`config.mk`:
```
export PLATFORM = sky130hd
export DESIGN_NAME = timestamp_sorted_handle_table_core
export DESIGN_NICKNAME = d
export VERILOG_FILES = /design/src/hw/rtl/tsht_pkg.sv /design/src/hw/rtl/tsht_ram.sv /design/src/hw/rtl/tsht_seq.sv /design/src/hw/rtl/timestamp_sorted_handle_table_core.sv
export SDC_FILE = /design/constraint.sdc
export NUM_CORES = 2
export LEC_CHECK = 0
export BUFFER_PORTS_ARGS = -buffer_cell sky130_fd_sc_hd__buf_4
export CAP_MARGIN = 20
export CORE_AREA = 8 8 313 315
export CTS_BUF_LIST = sky130_fd_sc_hd__clkbuf_2 sky130_fd_sc_hd__clkbuf_4 sky130_fd_sc_hd__clkbuf_8
export DETAILED_ROUTE_END_ITERATION = 7
export DIE_AREA = 0 0 321 323
export PLACE_DENSITY = 0.83
export REMOVE_ABC_BUFFERS = 1
export SYNTH_ARGS = -nofsm -noshare
export SYNTH_HDL_FRONTEND = slang
export SYNTH_SLANG_ARGS = --single-unit
```
`constraint.sdc`:
```
create_clock -name clock -period 20 [get_ports clock]
set_clock_uncertainty 0.15 [all_clocks]
set_input_delay 3 -clock clock [delete_from_list [all_inputs] [get_ports clock]]
set_output_delay 3 -clock clock [all_outputs]
set_load 0.01 [all_outputs]
```
`src/hw/rtl/tsht_pkg.sv`:
```
`default_nettype none
// Shared types and codes for the timestamp-sorted handle table.
// No dependencies; the sequencer, the top level and the bench import this package.
package tsht_pkg;

   // Field widths of the stored entry and the response, and the default table depth
   localparam int HANDLE_BITS     = 16;
   localparam int STAMP_BITS      = 32;
   localparam int TAG_BITS        = 32;
   localparam int TOTAL_BITS      = 5;
   localparam int TABLE_DEPTH_DEF = 16;

   // Operation codes
   localparam logic [1:0] OP_INSERT = 2'd0;
   localparam logic [1:0] OP_DELETE = 2'd1;
   localparam logic [1:0] OP_LOOKUP = 2'd2;

   // Status codes
   localparam logic [1:0] ST_OK   = 2'd0;
   localparam logic [1:0] ST_FULL = 2'd1;
   localparam logic [1:0] ST_MISS = 2'd2;

   typedef struct packed {
      logic [1:0]             op;
      logic [HANDLE_BITS-1:0] handle;
      logic [31:0]            stamp;
      logic [31:0]            name_tag;
   } tsht_req_type;

   typedef struct packed {
      logic [1:0]             status;
      logic [HANDLE_BITS-1:0] found_handle;
      logic [TOTAL_BITS-1:0]  entry_total;
   } tsht_rsp_type;

   // One table slot as held in memory
   typedef struct packed {
      logic [HANDLE_BITS-1:0] handle;
      logic [STAMP_BITS-1:0]  stamp;
      logic [TAG_BITS-1:0]    tag;
   } tsht_entry_type;

   // Finished result handed from the sequencer to the output register
   typedef struct packed {
      logic         valid;
      tsht_rsp_type rsp;
   } tsht_res_type;

endpackage
`default_nettype wire

```
`src/hw/rtl/tsht_ram.sv`:
```
`default_nettype none
// Generic single-write, single-read synchronous RAM with registered read data.
// No dependencies.
module tsht_ram #(
   parameter int WIDTH = 8,
   parameter int DEPTH = 16
) (
   input  wire logic                     clock,
   input  wire logic                     wr_en,
   input  wire logic [$clog2(DEPTH)-1:0] wr_addr,
   input  wire logic [WIDTH-1:0]         wr_data,
   input  wire logic                     rd_en,
   input  wire logic [$clog2(DEPTH)-1:0] rd_addr,
   output logic      [WIDTH-1:0]         rd_data
);

   logic [WIDTH-1:0] mem_ff [DEPTH];

   // Write port
   always_ff @(posedge clock) begin
      if (wr_en) begin
         mem_ff[wr_addr] <= wr_data;
      end
   end

   // Registered read port
   always_ff @(posedge clock) begin
      if (rd_en) begin
         rd_data <= mem_ff[rd_addr];
      end
   end

endmodule
`default_nettype wire

```
`src/hw/rtl/tsht_seq.sv`:
```
`default_nettype none
// Sequencer of the handle table: walks the slot memory one entry per cycle,
// shifting entries for insert and delete. Depends on tsht_pkg and tsht_ram.
module tsht_seq #(
   parameter int TABLE_DEPTH = tsht_pkg::TABLE_DEPTH_DEF
) (
   input  wire logic                  clock,
   input  wire logic                  reset,
   input  wire logic                  req_valid,
   input  wire tsht_pkg::tsht_req_type req_payload,
   output logic                       req_stall,
   output tsht_pkg::tsht_res_type     res,
   input  wire logic                  res_take
);
   import tsht_pkg::*;

   localparam int IW = $clog2(TABLE_DEPTH);
   localparam int CW = $clog2(TABLE_DEPTH + 1);
   localparam int EW = $bits(tsht_entry_type);

   localparam logic [IW-1:0] IDX_ONE    = IW'(1);
   localparam logic [IW-1:0] IDX_ZERO   = '0;
   localparam logic [CW-1:0] CNT_ONE    = CW'(1);
   localparam logic [CW-1:0] FULL_COUNT = CW'(TABLE_DEPTH);

   localparam logic [1:0] S_IDLE  = 2'd0;
   localparam logic [1:0] S_WALK  = 2'd1;
   localparam logic [1:0] S_PLACE = 2'd2;
   localparam logic [1:0] S_REPLY = 2'd3;

   logic [1:0]             state_ff, state_in;
   logic [CW-1:0]          count_ff, count_in;
   logic [IW-1:0]          idx_ff, idx_in;
   logic                   found_ff, found_in;
   tsht_req_type           cur_ff, cur_in;
   logic [1:0]             status_ff, status_in;
   logic [HANDLE_BITS-1:0] hit_ff, hit_in;

   logic                   wr_en, rd_en;
   logic [IW-1:0]          wr_addr, rd_addr;
   logic [EW-1:0]          wr_data, rd_data;
   tsht_entry_type         ent, cur_ent, req_ent;
   logic [CW-1:0]          count_m1;
   logic [IW-1:0]          last_idx;
   logic [CW+TOTAL_BITS-1:0] total_wide;

   assign ent      = tsht_entry_type'(rd_data);
   assign cur_ent  = '{handle: cur_ff.handle,
                       stamp:  cur_ff.stamp[STAMP_BITS-1:0],
                       tag:    cur_ff.name_tag[TAG_BITS-1:0]};
   assign req_ent  = '{handle: req_payload.handle,
                       stamp:  req_payload.stamp[STAMP_BITS-1:0],
                       tag:    req_payload.name_tag[TAG_BITS-1:0]};
   assign count_m1 = count_ff - CNT_ONE;
   assign last_idx = count_m1[IW-1:0];

   tsht_ram #(
      .WIDTH (EW),
      .DEPTH (TABLE_DEPTH)
   ) u_slots (
      .clock   (clock),
      .wr_en   (wr_en),
      .wr_addr (wr_addr),
      .wr_data (wr_data),
      .rd_en   (rd_en),
      .rd_addr (rd_addr),
      .rd_data (rd_data)
   );

   // Sequence one request: start, walk the slots when the op needs it, reply
   always_comb begin
      state_in  = state_ff;
      count_in  = count_ff;
      idx_in    = idx_ff;
      found_in  = found_ff;
      cur_in    = cur_ff;
      status_in = status_ff;
      hit_in    = hit_ff;
      wr_en     = 1'b0;
      wr_addr   = idx_ff + IDX_ONE;
      wr_data   = rd_data;
      rd_en     = 1'b0;
      rd_addr   = idx_ff;

      case (state_ff)
         S_IDLE: begin
            if (req_valid) begin
               cur_in    = req_payload;
               found_in  = 1'b0;
               hit_in    = '0;
               status_in = ST_MISS;
               state_in  = S_REPLY;
               case (req_payload.op)
                  OP_INSERT: begin
                     if (count_ff == FULL_COUNT) begin
                        status_in = ST_FULL;
                     end else if (count_ff == '0) begin
                        // empty table: place directly in the first slot
                        wr_en     = 1'b1;
                        wr_addr   = IDX_ZERO;
                        wr_data   = req_ent;
                        count_in  = CNT_ONE;
                        status_in = ST_OK;
                     end else begin
                        // walk from the tail toward the head
                        rd_en    = 1'b1;
                        rd_addr  = last_idx;
                        idx_in   = last_idx;
                        state_in = S_WALK;
                     end
                  end
                  OP_DELETE, OP_LOOKUP: begin
                     if (count_ff != '0) begin
                        rd_en    = 1'b1;
                        rd_addr  = IDX_ZERO;
                        idx_in   = IDX_ZERO;
                        state_in = S_WALK;
                     end
                  end
                  default: begin
                     status_in = ST_MISS;
                  end
               endcase
            end
         end

         S_WALK: begin
            case (cur_ff.op)
               OP_INSERT: begin
                  wr_en = 1'b1;
                  if (ent.stamp >= cur_ent.stamp) begin
                     // insertion point found: new entry lands behind this one
                     wr_data   = cur_ent;
                     count_in  = count_ff + CNT_ONE;
                     status_in = ST_OK;
                     state_in  = S_REPLY;
                  end else if (idx_ff == IDX_ZERO) begin
                     // shift the head down, new entry goes to slot zero
                     state_in = S_PLACE;
                  end else begin
                     rd_en   = 1'b1;
                     rd_addr = idx_ff - IDX_ONE;
                     idx_in  = idx_ff - IDX_ONE;
                  end
               end
               OP_DELETE: begin
                  // after the match, pull each entry up by one slot
                  if (found_ff) begin
                     wr_en   = 1'b1;
                     wr_addr = idx_ff - IDX_ONE;
                  end
                  found_in = found_ff || (ent.handle == cur_ff.handle);
                  if (idx_ff == last_idx) begin
                     if (found_in) begin
                        count_in  = count_m1;
                        status_in = ST_OK;
                     end
                     state_in = S_REPLY;
                  end else begin
                     rd_en   = 1'b1;
                     rd_addr = idx_ff + IDX_ONE;
                     idx_in  = idx_ff + IDX_ONE;
                  end
               end
               OP_LOOKUP: begin
                  if (ent.tag == cur_ent.tag) begin
                     status_in = ST_OK;
                     hit_in    = ent.handle;
                     state_in  = S_REPLY;
                  end else if (idx_ff == last_idx) begin
                     state_in = S_REPLY;
                  end else begin
                     rd_en   = 1'b1;
                     rd_addr = idx_ff + IDX_ONE;
                     idx_in  = idx_ff + IDX_ONE;
                  end
               end
               default: begin
                  state_in = S_REPLY;
               end
            endcase
         end

         S_PLACE: begin
            wr_en     = 1'b1;
            wr_addr   = IDX_ZERO;
            wr_data   = cur_ent;
            count_in  = count_ff + CNT_ONE;
            status_in = ST_OK;
            state_in  = S_REPLY;
         end

         S_REPLY: begin
            if (res_take) begin
               state_in = S_IDLE;
            end
         end

         default: begin
            state_in = S_IDLE;
         end
      endcase
   end

   // Control state
   always_ff @(posedge clock) begin
      if (reset) begin
         state_ff <= S_IDLE;
         count_ff <= '0;
      end else begin
         state_ff <= state_in;
         count_ff <= count_in;
      end
   end

   // Working payload
   always_ff @(posedge clock) begin
      idx_ff    <= idx_in;
      found_ff  <= found_in;
      cur_ff    <= cur_in;
      status_ff <= status_in;
      hit_ff    <= hit_in;
   end

   assign req_stall  = (state_ff != S_IDLE);
   assign total_wide = {{TOTAL_BITS{1'b0}}, count_ff};

   assign res.valid            = (state_ff == S_REPLY);
   assign res.rsp.status       = status_ff;
   assign res.rsp.found_handle = hit_ff;
   assign res.rsp.entry_total  = total_wide[TOTAL_BITS-1:0];

`ifndef SYNTHESIS
   // Fill count never passes the table depth
   a_count_range: assert property (@(posedge clock) disable iff (reset)
      count_ff <= FULL_COUNT)
      else $error("fill count beyond table depth");

   // A shift never reads the slot it writes in the same cycle
   a_no_overlap: assert property (@(posedge clock) disable iff (reset)
      (wr_en && rd_en) |-> (wr_addr != rd_addr))
      else $error("read and write hit the same slot");

   // Fill count moves only when an operation finishes
   a_count_moves: assert property (@(posedge clock) disable iff (reset)
      (!$past(reset) && (count_ff != $past(count_ff))) |-> (state_ff == S_REPLY))
      else $error("fill count changed outside completion");

   // No slot write while a result is waiting
   a_quiet_reply: assert property (@(posedge clock) disable iff (reset)
      (state_ff == S_REPLY) |-> !wr_en)
      else $error("slot write during reply");
`endif

endmodule
`default_nettype wire

```
`src/hw/rtl/timestamp_sorted_handle_table_core.sv`:
```
`default_nettype none
// Top level of the timestamp-sorted handle table: sequencer plus output register.
// Depends on tsht_pkg and tsht_seq.
//
//   channel  ports                                  direction
//   request  req_valid, req_stall, req_payload      in  (op, handle, stamp, name_tag)
//   response rsp_valid, rsp_stall, rsp_payload      out (status, found_handle, entry_total)
//
// Insert, delete and lookup walk the held entries: the walk visits one slot per cycle
// through the single memory read port. One request is in work at a time; the next is
// taken while the previous result waits in the output register. Reset clears the state,
// the fill count and the output valid, not the slot contents; slots are never read
// before written. A stalled response holds the sequencer in reply.
module timestamp_sorted_handle_table_core #(
   parameter int TABLE_DEPTH = tsht_pkg::TABLE_DEPTH_DEF
) (
   input  wire logic                  clock,
   input  wire logic                  reset,
   input  wire logic                  req_valid,
   output logic                       req_stall,
   input  wire tsht_pkg::tsht_req_type req_payload,
   output logic                       rsp_valid,
   input  wire logic                  rsp_stall,
   output tsht_pkg::tsht_rsp_type     rsp_payload
);
   import tsht_pkg::*;

   tsht_res_type res;
   logic         res_take;
   logic         slot_free;
   logic         rsp_valid_ff, rsp_valid_in;
   tsht_rsp_type rsp_payload_ff, rsp_payload_in;

   tsht_seq #(
      .TABLE_DEPTH (TABLE_DEPTH)
   ) u_seq (
      .clock       (clock),
      .reset       (reset),
      .req_valid   (req_valid),
      .req_payload (req_payload),
      .req_stall   (req_stall),
      .res         (res),
      .res_take    (res_take)
   );

   // Load the output register when it is empty or being drained
   assign slot_free = !rsp_valid_ff || !rsp_stall;
   assign res_take  = res.valid && slot_free;

   always_comb begin
      rsp_valid_in   = rsp_valid_ff;
      rsp_payload_in = rsp_payload_ff;
      if (res_take) begin
         rsp_valid_in   = 1'b1;
         rsp_payload_in = res.rsp;
      end else if (!rsp_stall) begin
         rsp_valid_in = 1'b0;
      end
   end

   always_ff @(posedge clock) begin
      if (reset) begin
         rsp_valid_ff <= 1'b0;
      end else begin
         rsp_valid_ff <= rsp_valid_in;
      end
   end

   always_ff @(posedge clock) begin
      rsp_payload_ff <= rsp_payload_in;
   end

   assign rsp_valid   = rsp_valid_ff;
   assign rsp_payload = rsp_payload_ff;

endmodule
`default_nettype wire

```
After elaboration in Yosys (flattened, before gate mapping) --
Memory sizes are Yosys's and may differ from the RTL's. A register that Yosys moved wholly into a read port is not among the register bits. Cells that the tools add are included.
Word-level totals: register bits 136, bits in writable memories 1280, output and inout port bits 25, memories kept 1
Operators by class: add/subtract/negate cells 4, order comparisons 1, eq/ne operators 27, multiplexer cells 85, reduce and logical (&&, ||, !) cells 21
Memories:
- u_seq.u_slots.mem_ff | words 16, width 80, read ports 1, clocked after memory_dff 1, wr ports 1, RTL line tsht_ram.sv:17 | logic [WIDTH-1:0] mem_ff [DEPTH];
Operators by type and width (number):
- 80-bit two-way mux | 6
- 80-bit one-hot mux with 3 select lines | 1
- 4-bit two-way mux | 14
- 16-bit two-way mux | 3
- 5-bit two-way mux | 7
- 2-bit two-way mux | 17
- 32-bit equality test | 1
- 32-bit >= comparator | 1
- 16-bit one-hot mux with 2 select lines | 1
- 4-bit one-hot mux with 3 select lines | 2
- 1-bit two-way mux | 19
- 2-bit one-hot mux with 3 select lines | 3
- 16-bit equality test | 1
- 4-bit one-hot mux with 2 select lines | 2
- 5-bit one-hot mux with 3 select lines | 1
- 3-bit by 2-bit != test with 1-bit output (second input constant) | 4
- 2-bit by 1-bit != test with 1-bit output (second input constant) | 5
- 5-bit one-hot mux with 2 select lines | 1
- 9-bit AND reduction | 1
- 2-bit equality test (second input constant) | 4
- 2-bit != test (second input constant) | 4
- 1-bit one-hot mux with 2 select lines | 4
- 2-bit one-hot mux with 4 select lines | 1
- 7-bit AND reduction | 1
- other kinds (25) | 34

Longest topological paths before layout --
depth after elaboration 8, gate-level depth with buffers 17, depth with buffers taken out 13

Hierarchy --
From an unflattened synthesis, not the netlist that was laid out.
Unflattened totals: cell total of the unflattened synthesis 2865, area total of the unflattened synthesis 58763.9 um^2
By module, submodules not included:
- tsht_ram | instances 1, cells an instance 2054, area an instance 50223.2 um^2, seq. area each 40839.2 um^2
- tsht_seq | instances 1, cells an instance 784, area an instance 7813.7 um^2, seq. area each 3253.1 um^2
- timestamp_sorted_handle_table_core | instances 1, cells an instance 27, area an instance 726.9 um^2, seq. area each 710.7 um^2

Worst setup path after synthesis --
Ideal clock, no wire load.
path kind input to register, start input req_payload[80] (netlist bit), end memory u_seq.u_slots.mem_ff[0][0] (netlist bit) (enable), arrival time 7.979 ns, data required time 19.331 ns, slack 11.352 ns, stages 10, path buffers 0, path through inv_1 -> ha_1 -> inv_1 -> nor2_1 -> nand3b_1 -> nor2_1 -> nor3_1 -> or3_1 -> or2_2 -> nor2_1
On the way: longest elaborated chain between the ends 6, elaborated cells on any way between the ends 9, classes of those cells mux (8); reduce/logical (1)
RTL lines:
- from (decl) | RTL line timestamp_sorted_handle_table_core.sv:21 | input wire tsht_pkg::tsht_req_type req_payload,
- 2-bit zero test * | RTL line tsht_seq.sv:93 | case (req_payload.op)
- 1-bit two-way mux | RTL line tsht_seq.sv:93
- 1-bit two-way mux | RTL line tsht_seq.sv:87 | if (req_valid) begin
- 1-bit one-hot mux with 3 select lines | RTL line tsht_seq.sv:85 | case (state_ff)
- 1-bit two-way mux | RTL line tsht_ram.sv:21 | if (wr_en) begin
- 1-bit two-way mux (implied by the code) | RTL line tsht_ram.sv:22 | mem_ff[wr_addr] <= wr_data;
- to (decl) | RTL line tsht_ram.sv:17
Mark *: on every way between the ends. The rest lies on a longest branch, timed or not.

Final worst setup path --
start input req_payload[80] (netlist bit), end register u_seq.u_slots.rd_data[7] (read register of u_seq.u_slots.mem_ff) (data pin)
On the way: longest elaborated chain between the ends 5, elaborated cells on any way between the ends 10, classes of those cells eq/ne (2); mux (6); reduce/logical (2)
RTL lines:
- 2-bit by 1-bit equality test with 1-bit output or 2-bit equality test (tied branches) | RTL line tsht_seq.sv:93
- 2-bit OR reduction | RTL line tsht_seq.sv:93
- 4-bit one-hot mux with 2 select lines or 1-bit one-hot mux with 2 select lines (tied branches) | RTL line tsht_seq.sv:93
- 4-bit two-way mux or 1-bit two-way mux (tied branches) | RTL line tsht_seq.sv:87
- 4-bit one-hot mux with 2 select lines or 1-bit one-hot mux with 2 select lines (tied branches) | RTL line tsht_seq.sv:85
- to (decl) | RTL line tsht_ram.sv:14 | output logic [WIDTH-1:0] rd_data
Several ways; a longest one is shown, not always the timed one. A chain may end at the register's enable or synchronous reset.

==> reports/qor.csv <==
stage,metric,value,unit
run_status,status,"complete, no violations",
die,core outline area,92800,um2
routing,final WL,155,mm
routing,Vias,35535,
routing,initial DRC count,5133,
critical_path,CP endpoint kind,register,
sta,post-route setup TNS,0,ns
routing,DRC Markers,0,
clock_tree,CTS Buffer Depth,3,
synthesis,multiplexer share of the synthesized area,0.118,
synthesis,top-area cell type share of the netlist area,0.735,
clock_tree,total clock sinks,1496,
critical_path,Worst setup SP type,input pin,
sta,RSZ-0062 raised after global routing,no,
synthesis,Post-Synth Adder-Cell Area,0.00887,
synthesis,Yosys reg bits,1496,
synthesis,"Top FF cell, synth",edfxtp_1,
grt,GR Util met3,0.0639,
sta,Max Slew Vio Count,0,
synthesis,library cells used by synthesis,77,
clock_tree,CTS buffer count,221,
synthesis,register area share after synthesis,0.739,
synthesis,largest cells by area after synthesis,"edfxtp_1 73%, mux2i_1 8.2%, mux2_2 2.4%",
job,max cap viols,0,
final_layout,Layout area overhead,11.5,%
die,# rows,112,
clock_tree,number of hold buffers added after CTS,0,
grt,met2 usage,0.474,
synthesis,Synth Area in Simple Gates,0.0311,
routing,Antenna Nets Post-Route,0,
grt,Overall Global Routing Usage,0.294,
power,Leak Pwr,23.9,nW
grt,aggregate global routing overflow,0,
clock_tree,TritonCTS clock tree,yes,
clock_tree,Post-CTS Setup Repair Bufs,0,
synthesis,Mapped Area,60700,um2
clock_tree,Worst-path clk slew,0.06,ns
synthesis,main combinational cell family by area after synthesis,multiplexers,
synthesis,"EDFF count, synth",1484,
synthesis,Synth Area in Compound Gates,0.0744,
synthesis,Yosys top cell by area,edfxtp_1,
sta,Least-Margin Pin Slew,1.22,ns
placement,hpwl dp,79.4,mm
grt,met1 GRT Util,0.384,
power,Peak VDD IR,206,uV
placement,GP Congestion,0.822,
synthesis,Synth Area per Inst,17.1,um2
final_layout,layout cells sized above 1,0.192,
critical_path,Worst Path Max Fanout,126,
grt,global-route wire length before repair,226,mm
sta,FMAX,110,MHz
die,I/O pins,111,
clock_tree,post-cts resize count,0,
synthesis,Syn Inst Count,3545,
critical_path,Setup CP Type,input pin to register,
clock_tree,"Clk Latency, worst-skew pair",0.91,ns
routing,DR WL/cell,29.6,um
synthesis,Syn. warnings,0,
synthesis,"FFs w/ async S/R, synth",0,
hold_path,Hold Path Class,register to register,
die,height of the die,323,um
placement,Port Buffers,110,
sta,Hold Worst Slack,0.269,ns
routing,drt pass-1 iters,8,
grt,vias in the first global route,35984,
sta,Final setup viols,0,
clock_tree,CTS HTree Levels,4,
sta,Tcrit/Tclk final,0.453,
final_layout,NumNets Final,3941,
routing,Avg Vias per Cell,6.77,
grt,largest net degree at the start of global routing,136,
synthesis,Post-Synth XOR/XNOR Area,0.00846,
sta,relative slew slack,0.185,
die,width of the die,321,um
clock_tree,clock root buffer,clkbuf_8,
critical_path,"Arr. time, crit path",9.52,ns
sta,Final Hold Fails,0,
grt,initial antenna violation count,2,
power,Power Density,181,nW/um2
die,DIE AREA,104000,um2
sta,post-route minimum period,9.06,ns
power,Pwr Total,12.2,mW
critical_path,Critical Path RT,20.47,ns
die,Initial Util,0.654,
grt,Top Usage Layer GRT,met2,
## cells in the final DEF (no fill, tap or decap), drive strengths merged, types with 3 or more instances in the layout
cell type  netlist  final
a2111o          17     17
a211oi           4      4
a21o             3      3
a21oi           38     38
a221o           64     64
a222oi          81     81
a31o             4      4
and2            20     20
and3             4      4
buf            108    260
bufinv           0      6
clkbuf         108    284
clkinv           1     98
clkinvlp         0      3
dfxtp           12     12
edfxtp        1484   1484
ha              43     43
inv             44     55
mux2           193    193
mux2i          498    498
nand2          141    141
nand2b          11     11
nand3            8      8
nand3b           4      4
nand4           13     13
nor2            68     68
nor2b            9      9
nor3            11     11
nor4            10     10
o211ai           7      7
o21a             3      3
o21ai          127    127
o21bai           4      4
o221ai          18     18
o22ai          208    208
o32a            18     18
or2              5      5
or3             69     69
xnor2           18     18
xor2            38     38
## final cells by class
cell class | instances | area, um2
multi-input combinational | 1788 | 14900
fill | 5292 | 25100
sequential | 1496 | 44800
timing repair buffer | 260 | 2000
inverter | 45 | 169
antenna | 2 | 5.00
tap | 1254 | 1570
clock buffer | 284 | 3510
clock inverter | 117 | 741
## flip-flops by register name, indices dropped and copies added (netlist names)
| register | flops |
|---|---|
| u_seq.idx_ff | 4 |
| rsp_valid | 1 |
| u_seq.u_slots.mem_ff | 1280 |
| u_seq.state_ff | 2 |
| u_seq.status_ff | 2 |
| u_seq.cur_ff | 2 |
| u_seq.found_ff | 1 |
| u_seq.cur_ent | 80 |
| u_seq.hit_ff | 16 |
| u_seq.u_slots.rd_data | 80 |
| rsp_payload | 23 |
| u_seq.count_ff | 5 |
## logic make-up (layout without fill, tap and decap cells)
logic type      Yosys count  count (layout)
mux                     691             691
xor+xnor                 57              57
compound gates          618             618
other cells               0               2
fa+ha+maj                43              43
buf+inv                 261             706
flops                  1496            1496
simple gates            379             379
## per-layer routing
layer,wire length [um],vias up
met2,74200,2547
met5,0,-
li1,-,14897
met1,55600,17601
met3,18400,490
met4,6980,0
## worst paths after layout
kind | from | to | slack [ns] | cells past startpoint
setup / recovery | req_payload[80] | u_seq.u_slots.rd_data[7] | 10.94 | 15
hold reg to reg | u_seq.hit_ff[7] | rsp_payload[12] | 0.27 | 0
hold / removal | u_seq.hit_ff[7] | rsp_payload[12] | 0.27 | 0
setup reg to reg | u_seq.u_slots.rd_data[30] | u_seq.u_slots.rd_data[7] | 11.11 | 13
## through the flow
step,instance area [um2],setup WS (ns),instances,util
global placement,63300,10.49,4839,0.683
CTS,67600,11.23,5242,0.729
global route,67700,10.81,5246,0.729
detailed placement,63400,10.30,4841,0.683
finish,67700,10.94,5246,0.729
floorplan,59600,-33.29,3329,-
## critical path: stages
cell	delay [ns]
buf_4	0.13
ha_1	0.21
nor2b_1	0.30
nand3_2	0.17
nor3_1	0.24
or3_1	0.17
a211oi_2	0.06
a311oi_4	0.61
buf_4	0.85
buf_4	0.88
buf_12	0.68
buf_4	0.77
mux2_1	0.40
a221o_1	0.34
or3_1	0.36
## cells in the mapped netlist, types with 4 or more instances
library cell and n:
buf_2 64, xor2_1 38, o32a_1 18, edfxtp_1 1484, buf_4 24, a222oi_1 81, inv_1 43, nor2_1 66
a221o_1 64, o221ai_1 18, dfxtp_1 12, mux2i_1 498, buf_1 8, or3_1 69, a2111o_1 17, ha_1 43
nand4_1 12, nor4_1 10, and2_1 20, a21oi_1 37, nor3_1 9, mux2_1 66, o21ai_0 127, nor2b_1 9
o211ai_1 6, clkbuf_1 108, nand3b_1 4, nand2b_1 11, buf_6 12, xnor2_1 18, o22ai_1 208, and3_1 4
nand2_1 141, nand3_1 7, mux2_2 127
## where the power goes
group	total, mW	internal (mW)	switching, mW
clock network	2.39	1.23	1.16
registers	5.01	4.79	0.220
logic	4.82	1.78	3.05
Note: power is estimated with default switching activity, not from simulation.
